File: config.mk
export PLATFORM = sky130hd
export DESIGN_NAME = cfid_front
export DESIGN_NICKNAME = d
export VERILOG_FILES = /design/src/sv/cfid_pkg.sv /design/src/sv/cfid_front.sv
export SDC_FILE = /design/constraint.sdc
export NUM_CORES = 1
export LEC_CHECK = 0
export ABC_AREA = 1
export BUFFER_PORTS_ARGS = -buffer_cell sky130_fd_sc_hd__buf_4
export CORE_ASPECT_RATIO = 2
export CORE_MARGIN = 10
export CORE_UTILIZATION = 35
export CTS_BUF_LIST = sky130_fd_sc_hd__clkbuf_4
export DETAILED_ROUTE_END_ITERATION = 7
export PLACE_DENSITY = 0.62
export SLEW_MARGIN = 20
export SYNTH_ARGS = -nofsm -noshare
export SYNTH_HDL_FRONTEND = slang
export SYNTH_SLANG_ARGS = --single-unit
File: constraint.sdc
create_clock -name clk -period 18.8 [get_ports clk]
set_input_delay 0.94 -clock clk [delete_from_list [all_inputs] [get_ports clk]]
set_output_delay 0.94 -clock clk [all_outputs]
set_load 0.01 [all_outputs]
File: src/sv/cfid_pkg.sv
// Package for the contiguous frame interval deque.
// Holds command codes, operation and status types, and parameter defaults.
// No dependencies.
package cfid_pkg;

    localparam int DEF_NUM_FRAMES  = 64;
    localparam int DEF_TIME_BITS   = 48;
    localparam int DEF_HANDLE_BITS = 32;

    localparam logic [2:0] CMD_APPEND     = 3'd0;
    localparam logic [2:0] CMD_POP_FRONT  = 3'd1;
    localparam logic [2:0] CMD_POP_BACK   = 3'd2;
    localparam logic [2:0] CMD_FIND       = 3'd3;
    localparam logic [2:0] CMD_TRIM_FRONT = 3'd4;
    localparam logic [2:0] CMD_TRIM_BACK  = 3'd5;

    typedef enum logic [2:0] {
        OP_APPEND,
        OP_POP_FRONT,
        OP_POP_BACK,
        OP_FIND,
        OP_TRIM_FRONT,
        OP_TRIM_BACK,
        OP_NOP
    } op_t;

    typedef enum logic [2:0] {
        ST_OK      = 3'd0,
        ST_EMPTY   = 3'd1,
        ST_NOT_ADJ = 3'd2,
        ST_FULL    = 3'd3,
        ST_BAD_IVL = 3'd4,
        ST_COUNT   = 3'd5
    } status_t;

    typedef enum logic [2:0] {
        S_IDLE,
        S_POP,
        S_TRIM1,
        S_TRIM2,
        S_SRCH,
        S_CMP,
        S_FOUND
    } state_t;

    // Map a raw command code onto an operation; unused codes do nothing.
    function automatic op_t classify(input logic [2:0] cmd);
        op_t op;
        unique case (cmd)
            CMD_APPEND:     op = OP_APPEND;
            CMD_POP_FRONT:  op = OP_POP_FRONT;
            CMD_POP_BACK:   op = OP_POP_BACK;
            CMD_FIND:       op = OP_FIND;
            CMD_TRIM_FRONT: op = OP_TRIM_FRONT;
            CMD_TRIM_BACK:  op = OP_TRIM_BACK;
            default:        op = OP_NOP;
        endcase
        return op;
    endfunction

endpackage

File: src/sv/cfid_front.sv
// Front end: takes command transfers, classifies them and holds them in a
// two-entry queue for the back end. Depends on cfid_pkg.
module cfid_front #(
    parameter int TIME_BITS   = 48,
    parameter int HANDLE_BITS = 32,
    parameter int CW          = 7
) (
    input  logic                   clk,
    input  logic                   rst_n,
    input  logic                   start,
    output logic                   busy,
    input  logic [2:0]             command,
    input  logic [TIME_BITS-1:0]   start_time,
    input  logic [TIME_BITS-1:0]   end_time,
    input  logic [HANDLE_BITS-1:0] picture_handle,
    input  logic [TIME_BITS-1:0]   query_time,
    input  logic [CW-1:0]          trim_count,
    output logic                   q_valid,
    input  logic                   q_pop,
    output cfid_pkg::op_t          q_op,
    output logic [TIME_BITS-1:0]   q_ts,
    output logic [TIME_BITS-1:0]   q_te,
    output logic [HANDLE_BITS-1:0] q_ph,
    output logic [TIME_BITS-1:0]   q_q,
    output logic [CW-1:0]          q_n
);
    import cfid_pkg::*;

    op_t                   op_reg [2];
    logic [TIME_BITS-1:0]  ts_reg [2];
    logic [TIME_BITS-1:0]  te_reg [2];
    logic [HANDLE_BITS-1:0] ph_reg [2];
    logic [TIME_BITS-1:0]  qt_reg [2];
    logic [CW-1:0]         n_reg  [2];
    logic                  wp_reg, wp_next;
    logic                  rp_reg, rp_next;
    logic [1:0]            cnt_reg, cnt_next;
    logic                  push;

    assign busy    = (cnt_reg == 2'd2);
    assign push    = start && !busy;
    assign q_valid = (cnt_reg != 2'd0);
    assign q_op    = op_reg[rp_reg];
    assign q_ts    = ts_reg[rp_reg];
    assign q_te    = te_reg[rp_reg];
    assign q_ph    = ph_reg[rp_reg];
    assign q_q     = qt_reg[rp_reg];
    assign q_n     = n_reg[rp_reg];

    // Pointer and fill count updates.
    always_comb
    begin
        wp_next  = push ? ~wp_reg : wp_reg;
        rp_next  = (q_pop && q_valid) ? ~rp_reg : rp_reg;
        cnt_next = cnt_reg + {1'b0, push} - {1'b0, q_pop && q_valid};
    end

    always_ff @(posedge clk or negedge rst_n)
    begin
        if (!rst_n)
        begin
            wp_reg  <= 1'b0;
            rp_reg  <= 1'b0;
            cnt_reg <= 2'd0;
        end
        else
        begin
            wp_reg  <= wp_next;
            rp_reg  <= rp_next;
            cnt_reg <= cnt_next;
        end
    end

    // Queue payload storage.
    always_ff @(posedge clk)
    begin
        if (push)
        begin
            op_reg[wp_reg] <= classify(command);
            ts_reg[wp_reg] <= start_time;
            te_reg[wp_reg] <= end_time;
            ph_reg[wp_reg] <= picture_handle;
            qt_reg[wp_reg] <= query_time;
            n_reg[wp_reg]  <= trim_count;
        end
    end

`ifndef SYNTHESIS
    a_no_pop_empty: assert property (@(posedge clk) disable iff (!rst_n)
        q_pop |-> q_valid) else $error("queue popped while empty");
`endif

endmodule

==> metrics.csv, run 1 <==
stage,metric,value,unit
timing,timing.clock.skew,0.02994,ns
timing,fin_crit,4.176,ns
critical_path,cp.buffers_inverters,3,
pwr,ir_worst_vdd,0.1098,mV
pwr,sequentialPowerShare,41.9,%
layout,fillers,3551,
timing,timing.hold.ws,0.3600,ns
pwr,p_clk_share,22.2,%
synth,synth_area_leaders,"edfxtp_1, nand2_1, buf_6",
timing,fmax,0.2394,GHz
global_route,antenna_found_initial,7,
timing,finalSetupViolCount,0,
layout,drive_above_1_share,34.65,%
critical_path,critPathTopFamily,buffers and inverters,
clock_tree,clkSinkCount,376,
synth,ys_async_sr_fraction,1.064,%
critical_path,worstPathRequired,17.86,ns
routing,drtPass1Iterations,5,
synth,yosys.area.top_type,edfxtp_1,
synth,synth_top_family_by_area,simple AND/OR/NAND/NOR gates,
clock_tree,cts_resized,0,
synth,synth_fa_ha_area_share,0.1812,%
synth,synth_cell_types,13,
critical_path,arrival,3.24,ns
global_route,grt_use_total,15.13,%
clock_tree,postCtsHoldBufs,1,
routing,drc,0,
layout,area_delta_synth_final,31.77,%
floorplanning,die_x,160.5,µm
floorplanning,io_pins,378,
synth,yosys_warnings,0,
floorplanning,rows,102,
synth,seq_area_frac_synth,81.62,%
min_path,worstHoldPathType,in -> reg,
floorplanning,start_util,35.47,%
synth,syn_avg_cell_area,13.71,µm²
synth,synth.top_cell.area_share,80.90,%
synth,syn-num-nets,1199,
floorplanning,dieArea,48280,µm²
critical_path,crit_path_max_incr_delay,0.87,ns
synth,ys.flop_type,edfxtp_1,
global_route,grt_pass1_wl,55770,µm
global_route,grt_max_degree,109,
pwr,swShare,34.71,%
routing,ant_nets,0,
routing,wl_per_cell,18.68,µm
placed_design,hpwl,25580,µm
clock_tree,cts_htree_levels,3,
synth,synthXorXnorAreaFrac,0,%
synth,synth_edf_count,372,
routing,totalWireLength,37800,µm
clock_tree,ctsLongestPathBuffers,3,
clock_tree,root_buffer,clkbuf_4,
timing,final-hold-violation-count,0,
pwr,power.switching,0.9835,mW
clock_tree,tritoncts,built,
synth,synth_compound_area_share,0.05437,%
routing,via_per_inst,4.447,
clock_tree,clock_latency,0.74,ns
floorplanning,die_y,300.9,µm
outcome,status,"finished, final reports clean",
synth,synth_simple_gate_area_share,15.66,%
floorplanning,core_area,38920,µm²
synth,synthMuxAreaShare,0,%
timing,fin_crit_sh,22.21,%
critical_path,cp_max_fo,99,
flow_run,maxCapViolCount,0,
synth,synth_most_common_cell,nand2_1,
timing,timing.final.max_slew_violations,0,
global_route,grt_pass1_vias,9289,
synth,synth_common_cells,"nand2_1, edfxtp_1, buf_2, buf_6, inv_1",
timing,worst_pin_slew,1.054,ns
synth,synth_seq_cells,376,
layout,nets,1628,
critical_path,end_kind,output port,
critical_path,cp-start-kind,flip-flop,
critical_path,worstSetupPathType,reg -> out,
global_route,overflow,0,
pwr,internal_power,1.850,mW
placed_design,io_buffers,377,
timing,rsz0062_at_grt,false,
clock_tree,postCtsSetupBuffers,0,
clock_tree,clkTransAtPathRegs,0.08,ns
pwr,pwr-share-comb,35.9,%
placed_design,gp_congestion,0.7694,
pwr,cellLeakagePower,7.770,nW
timing,slew_headroom,29.75,%
pwr,power_per_cell_area,155.7,nW/µm²
routing,drtIter0Drc,549,
critical_path,crit_chain,inv_6 > buf_4 > nand2_1 > nand2_1 > buf_4,
timing,timing.setup.tns,0,ns
synth,synthCells,1007,
critical_path,slowest_stage,buf_4,
routing,vias,8997,
clock_tree,cts_buffers,84,
synth,syn_area,13810,µm²
## layout make-up
type	count	area (µm²)	area share [%]
Clock buffer	118	885.9	4.869
Antenna cell	5	12.51	0.06877
Tap cell	520	650.6	3.576
Sequential cell	376	11270	61.97
Inverter	10	47.55	0.2613
Multi-Input combinational cell	578	2202	12.10
Clock inverter	30	181.4	0.9971
Timing Repair Buffer	386	2940	16.16
## metrics by stage
step / cells / cell area (µm²) / setup slack [ns] / power (mW) / util, %
2_1_floorplan: 1007 / 13810 / 9.329 / 1.759 / -
3_3_place_gp: 1867 / 17050 / 15.20 / 2.233 / 43.80
3_5_place_dp: 1868 / 17070 / 15.19 / 2.252 / 43.85
4_1_cts: 2017 / 18150 / 14.30 / 2.898 / 46.62
5_1_grt: 2023 / 18200 / 14.31 / 3.025 / 46.74
6_report: 2023 / 18200 / 14.62 / 2.834 / 46.74
## kinds of logic after synthesis
logic type,Yosys count
adder cells (fa/ha/maj),2
AO/OA/AOI/OAI,1
AND/OR/NAND/NOR,575
flip-flops,376
buffers and inverters,53
## placed cells by master (no fill, tap or decap)
cell type	instances
a21boi_0	1
buf_12	1
buf_16	1
buf_4	381
buf_6	2
bufinv_16	2
clkbuf_4	118
clkinv_1	18
clkinv_2	4
clkinv_4	1
clkinvlp_4	3
dfrtp_1	3
dfrtp_4	1
diode_2	5
dlygate4sd3_1	1
edfxtp_1	372
ha_1	2
inv_1	8
inv_2	3
inv_6	1
nand2_1	571
nand3_1	3
nor2_4	1
## worst paths after layout
check | cells after the start | to | slack [ns] | start
max | 5 | q_q[7] | 14.62 | rp_reg$_DFFE_PN0P_
min | 1 | ts_reg[1][1]$_DFFE_PP_ | 0.36 | start_time[1]
max reg2reg | 5 | te_reg[1][33]$_DFFE_PP_ | 16.14 | cnt_reg[1]$_DFF_PN0_
min reg2reg | 2 | wp_reg$_DFFE_PN0N_ | 0.49 | wp_reg$_DFFE_PN0N_
max in group asynchronous | 2 | cnt_reg[0]$_DFF_PN0_ | 18.13 | rst_n
min in group asynchronous | 2 | cnt_reg[1]$_DFF_PN0_ | 0.55 | rst_n
## worst register-to-register path, delay by kind of cell, from the launching register on
family / cells / cell delay, ns
buffers and inverters: 2 / 1.09
DFF: 1 / 0.41
and+or+nand+nor: 3 / 0.70
## per-layer routing
metal  track usage (%)  up-vias  wire (µm)
met5                 0        -         54
met3             5.845       81       3005
met4             7.243        6       1213
li1                  -     4308          -
met2             27.89      364      21120
met1             14.22     4238      12400
## power groups by stage
stage	logic [mW]	registers (mW)	clock network, mW
2_1_floorplan	0.520	1.24	0
3_5_place_dp	1.04	1.21	0
4_1_cts	1.05	1.19	0.661
3_3_place_gp	1.03	1.20	0
5_1_grt	1.12	1.20	0.701
6_report	1.02	1.19	0.630
No activity file was read; power rests on OpenSTA's default activity.
==> inputs of run 2 (changes only) <==
==> constraint.sdc (replaced) <==
create_clock -name clk -period 4.3 [get_ports clk]
set_input_delay 0.215 -clock clk [delete_from_list [all_inputs] [get_ports clk]]
set_output_delay 0.215 -clock clk [all_outputs]
set_load 0.01 [all_outputs]
==> run 2 against run 1 <==
Compared with the run above:
- count of clock-buffer cells in the layout up 3
- combinational power grew to 4.6 times the previous value
- die area unchanged
- sequential share of layout area is 5.7 points lower
- critical path type unchanged
==> metrics.csv, run 2 (synthesized netlist as in run 1, its figures left out) <==
stage,metric,value,unit
clock_tree,cts_resized,0,
critical_path,arrival,2.61,ns
routing,ant_nets,0,
timing,timing.final.max_slew_violations,0,
critical_path,worstPathRequired,4.09,ns
clock_tree,clock_latency,0.74,ns
global_route,overflow,0,
floorplanning,dieArea,48280,µm²
layout,area_delta_synth_final,45.22,%
placed_design,gp_congestion,0.8126,
floorplanning,start_util,35.47,%
pwr,ir_worst_vdd,0.5837,mV
global_route,grt_pass1_wl,59490,µm
critical_path,end_kind,output port,
placed_design,dp_slack,2.124,ns
outcome,status,"finished, final reports clean",
floorplanning,die_y,300.9,µm
timing,fin_crit,2.827,ns
global_route,grt_max_degree,187,
floorplanning,io_pins,378,
flow_run,maxCapViolCount,0,
timing,timing.setup.tns,0,ns
clock_tree,root_buffer,clkbuf_4,
placed_design,place_area,17120,µm²
timing,worst_pin_slew,1.098,ns
pwr,power_per_cell_area,622.7,nW/µm²
clock_tree,cts_buffers,84,
placed_design,io_buffers,377,
floorplanning,die_x,160.5,µm
routing,drtIter0Drc,494,
routing,vias,9850,
global_route,grt_pass1_vias,10590,
placed_design,dp_cells,1871,
critical_path,worstSetupPathType,reg -> out,
critical_path,cp-start-kind,flip-flop,
timing,setup_ws,1.473,ns
floorplanning,rows,102,
layout,nets,1819,
routing,via_per_inst,4.453,
layout,final_common_cell,nand2_1,
pwr,cellLeakagePower,8.534,nW
timing,timing.clock.skew,0.03277,ns
layout,final_area,20050,µm²
layout,fillers,3259,
timing,fmax,0.3538,GHz
clock_tree,tritoncts,built,
global_route,antenna_found_initial,7,
routing,drc,0,
min_path,worstHoldPathType,in -> reg,
layout,drive_above_1_share,30.81,%
timing,fin_crit_sh,65.73,%
routing,drtPass1Iterations,4,
layout,final_cells,2212,
clock_tree,ctsLongestPathBuffers,3,
timing,timing.hold.ws,0.1969,ns
clock_tree,cts_htree_levels,3,
clock_tree,clkSinkCount,376,
floorplanning,core_area,38920,µm²
critical_path,rrSetupSlack,2.22,ns
layout,multi_input_area,2202,µm²
routing,wl_per_cell,17.89,µm
timing,rsz0062_at_grt,false,
critical_path,cp_max_fo,101,
clock_tree,clkTransAtPathRegs,0.07,ns
layout,regArea,11270,µm²
timing,final-hold-violation-count,0,
global_route,grt_use_total,15.91,%
placed_design,hpwl,25810,µm
routing,totalWireLength,39570,µm
timing,finalSetupViolCount,0,
layout,final_cell_mix,"nand2_1, buf_4, edfxtp_1, dlygate4sd3_1, clkbuf_4",
timing,slew_headroom,26.82,%
==> run 2: per-layer routing <==
metal / global-route usage, % / vias up / part of all wire, %
met3: 4.982 / 125 / 6.6
met4: 10.51 / 8 / 5.7
met1: 15.00 / 4632 / 34
li1: - / 4693 / -
met2: 28.83 / 392 / 54
met5: 0 / - / 0.12
==> run 2: area by class of cell <==
cell class | count | share of cell area, %
clock buffers | 121 | 4.530
inverters | 10 | 0.2309
flip-flops and latches | 376 | 56.23
multi-input cells | 578 | 10.98
well taps | 520 | 3.245
repair buffers | 577 | 24.16
diodes | 4 | 0.04992
clock inverters | 26 | 0.5741
==> run 2: through the flow <==
stage | utilization, % | total power [mW]
after floorplan | - | 7.569
after global placement | 43.97 | 9.799
after detailed placement | 43.97 | 9.881
after CTS | 51.49 | 12.73
after global routing | 51.51 | 13.28
final | 51.51 | 12.49
==> run 2: worst max-delay path, cell delays in order (launching register included) <==
cell     delay, ns
dfrtp_4       0.56
inv_6         0.59
buf_4         0.39
nand2_1       0.10
nand2_1       0.08
buf_4         0.12
==> run 2: power by group <==
| part | switching (mW) | internal, mW | leakage [nW] | total (mW) |
|---|---|---|---|---|
| clock network | 1.34 | 1.30 | 0.602 | 2.63 |
| registers | 0.201 | 5.00 | 3.51 | 5.21 |
| logic | 2.83 | 1.82 | 4.42 | 4.65 |
==> run 2: path summary, 6_finish.rpt <==
path	endpoint	cells past startpoint	startpoint
max	q_n[2]	5	rp_reg$_DFFE_PN0P_
min reg2reg	wp_reg$_DFFE_PN0N_	2	wp_reg$_DFFE_PN0N_
min	ts_reg[1][33]$_DFFE_PP_	2	start_time[33]
max in group asynchronous	rp_reg$_DFFE_PN0P_	3	rst_n
min in group asynchronous	wp_reg$_DFFE_PN0N_	3	rst_n
max reg2reg	ts_reg[0][46]$_DFFE_PP_	4	cnt_reg[1]$_DFF_PN0_
==> run 2: repair_timing <==
item / in CTS / in global routing
buffers inserted: 0 / 0
hold buffers: 190 / 0
endpoints found under the hold margin: 378 / 0
==> inputs of run 3 (changes only) <==
--- a/config.mk
+++ b/config.mk
@@ -12,7 +12,7 @@
 export CORE_UTILIZATION = 35
 export CTS_BUF_LIST = sky130_fd_sc_hd__clkbuf_4
 export DETAILED_ROUTE_END_ITERATION = 7
-export PLACE_DENSITY = 0.62
+export PLACE_DENSITY = 0.64
 export SLEW_MARGIN = 20
 export SYNTH_ARGS = -nofsm -noshare
 export SYNTH_HDL_FRONTEND = slang
==> constraint.sdc (replaced) <==
create_clock -name clk -period 2.5 [get_ports clk]
set_input_delay 0.125 -clock clk [delete_from_list [all_inputs] [get_ports clk]]
set_output_delay 0.125 -clock clk [all_outputs]
set_load 0.01 [all_outputs]
==> run 3 against run 2 <==
Compared with the run above:
- worst setup slack lost 1.3 ns
- critical endpoint is now q_te[46]
- critical path type unchanged
- global-route usage decreased by 0.11 points
- final area increased by 1.5%
- clock power rose by 78%
- sequential power rose by 71%
- count of clock-buffer cells in the layout up 3
==> metrics.csv, run 3 (synthesized netlist as in run 1, its figures left out) <==
stage,metric,value,unit
outcome,status,"finished, final reports clean",
routing,drc,0,
global_route,grt_use_total,15.80,%
global_route,antenna_found_initial,12,
critical_path,slowest_stage,dfrtp_4,
timing,timing.final.max_slew_violations,0,
pwr,cellLeakagePower,8.674,nW
floorplanning,start_util,35.47,%
global_route,grt_pass1_wl,59600,µm
clock_tree,tritoncts,built,
critical_path,crit_path_max_incr_delay,0.54,ns
layout,multi_input_area,2212,µm²
clock_tree,ctsLongestPathBuffers,3,
placed_design,dp_cells,1879,
timing,setup_ws,0.2085,ns
timing,worst_pin_slew,0.6458,ns
critical_path,cp-start-kind,flip-flop,
clock_tree,root_buffer,clkbuf_4,
layout,final_cell_mix,"nand2_1, buf_4, edfxtp_1, dlygate4sd3_1, clkbuf_4",
clock_tree,clock_latency,0.74,ns
timing,fmax,0.4364,GHz
timing,final-hold-violation-count,0,
timing,slew_headroom,56.95,%
routing,via_per_inst,4.432,
layout,regArea,11270,µm²
pwr,ir_worst_vdd,0.5630,mV
clock_tree,postCtsSetupBuffers,0,
pwr,p_clk_share,21.3,%
routing,ant_nets,0,
floorplanning,rows,102,
routing,drtIter0Drc,425,
timing,timing.clock.skew,0.04469,ns
critical_path,crit_chain,inv_6 > buf_4 > nand2_1 > nand2_1 > buf_4,
min_path,worstHoldPathType,in -> reg,
clock_tree,clkTransAtPathRegs,0.07,ns
global_route,overflow,0,
pwr,internal_power,14.32,mW
placed_design,dp_slack,0.6809,ns
layout,final_common_cell,nand2_1,
floorplanning,die_x,160.5,µm
timing,finalSetupViolCount,0,
placed_design,hpwl,25790,µm
placed_design,gp_congestion,0.7667,
flow_run,maxCapViolCount,0,
pwr,swShare,34.77,%
floorplanning,die_y,300.9,µm
layout,fillers,3211,
clock_tree,clkSinkCount,376,
routing,wl_per_cell,18.08,µm
placed_design,io_buffers,377,
pwr,fin_total_pwr,21.95,mW
pwr,sequentialPowerShare,40.6,%
critical_path,end_kind,output port,
critical_path,cp_max_fo,27,
critical_path,arrival,2.17,ns
timing,fin_crit,2.292,ns
layout,area_delta_synth_final,47.35,%
critical_path,worstSetupPathType,reg -> out,
clock_tree,cts_buffers,83,
timing,fin_crit_sh,91.66,%
routing,totalWireLength,40260,µm
routing,vias,9869,
pwr,power_per_cell_area,1079,nW/µm²
layout,nets,1831,
floorplanning,dieArea,48280,µm²
floorplanning,io_pins,378,
pwr,power.switching,7.633,mW
floorplanning,core_area,38920,µm²
clock_tree,cts_htree_levels,3,
layout,final_cells,2227,
critical_path,worstPathRequired,2.38,ns
global_route,grt_max_degree,188,
global_route,grt_pass1_vias,10650,
routing,drtPass1Iterations,4,
pwr,pwr-share-comb,38.1,%
layout,drive_above_1_share,31.72,%
## run 3: changes by cell type in the layout (fill, tap and decap cells not counted), sizes merged
cell,delta
buf,+8
bufinv,+1
clkbuf,+5
clkinv,-5
clkinvlp,-1
diode,+4
dlygate4sd3,+3
## run 3: critical path, delay by kind of cell, from the launching register on
family / cells / cell delay, ns
buf+inv: 3 / 0.71
flops: 1 / 0.54
simple gates: 2 / 0.19
## run 3: per-stage QoR
stage | utilization [%] | setup TNS, ns | area, µm² | hold WS, ns
6_report | 52.27 | 0 | 20350 | 0.1182
5_1_grt | 52.27 | -0.005255 | 20340 | 0.01137
4_1_cts | 52.07 | 0 | 20270 | 0.0005894
3_5_place_dp | 44.38 | 0 | 17270 | -0.06962
3_3_place_gp | 44.38 | 0 | 17270 | -0.06994
2_1_floorplan | - | -458.36 | 13830 | -0.1706
## run 3: final cells by class
class / instances / share of cell area, %
timing repair buffer: 590 / 25.00
multi-input combinational: 578 / 10.87
sequential: 376 / 55.41
clock buffer: 124 / 4.575
inverter: 10 / 0.2275
clock inverter: 21 / 0.6149
tap: 520 / 3.198
antenna: 8 / 0.09839
## run 3: what timing repair did
item                                    4_1_cts  5_1_grt
gates resized for setup                       1        1
gates cloned                                  0        2
hold buffers                                193        0
hold endpoints to repair                    397        0
endpoints found under the setup margin       19       77
## run 3: per-layer routing
metal	GRT usage (%)	vias to the layer above	wire length (µm)
li1	-	4722	-
met1	15.35	4627	13990
met2	28.12	382	21430
met3	5.283	126	2757
met4	9.899	12	1994
met5	0	-	80
## run 3: worst paths after layout
path | from | end | slack, ns | cells past startpoint
setup / recovery | rp_reg$_DFFE_PN0P_ | q_te[46] | 0.21 | 5
hold / removal | start_time[24] | ts_reg[1][24]$_DFFE_PP_ | 0.12 | 2
setup reg to reg | cnt_reg[0]$_DFF_PN0_ | ts_reg[0][36]$_DFFE_PP_ | 0.69 | 5
hold reg to reg | wp_reg$_DFFE_PN0N_ | wp_reg$_DFFE_PN0N_ | 0.50 | 2
max in group asynchronous | rst_n | rp_reg$_DFFE_PN0P_ | 1.96 | 3
min in group asynchronous | rst_n | cnt_reg[1]$_DFF_PN0_ | 0.32 | 3
## run 3: power groups by stage
stage	Sequential [mW]	Clock, mW	Combinational, mW
after floorplan	9.10	0	3.94
after global placement	8.98	0	8.04
after detailed placement	9.03	0	8.11
after CTS	8.89	4.88	8.41
after global routing	9.02	5.19	9.15
final	8.91	4.67	8.37
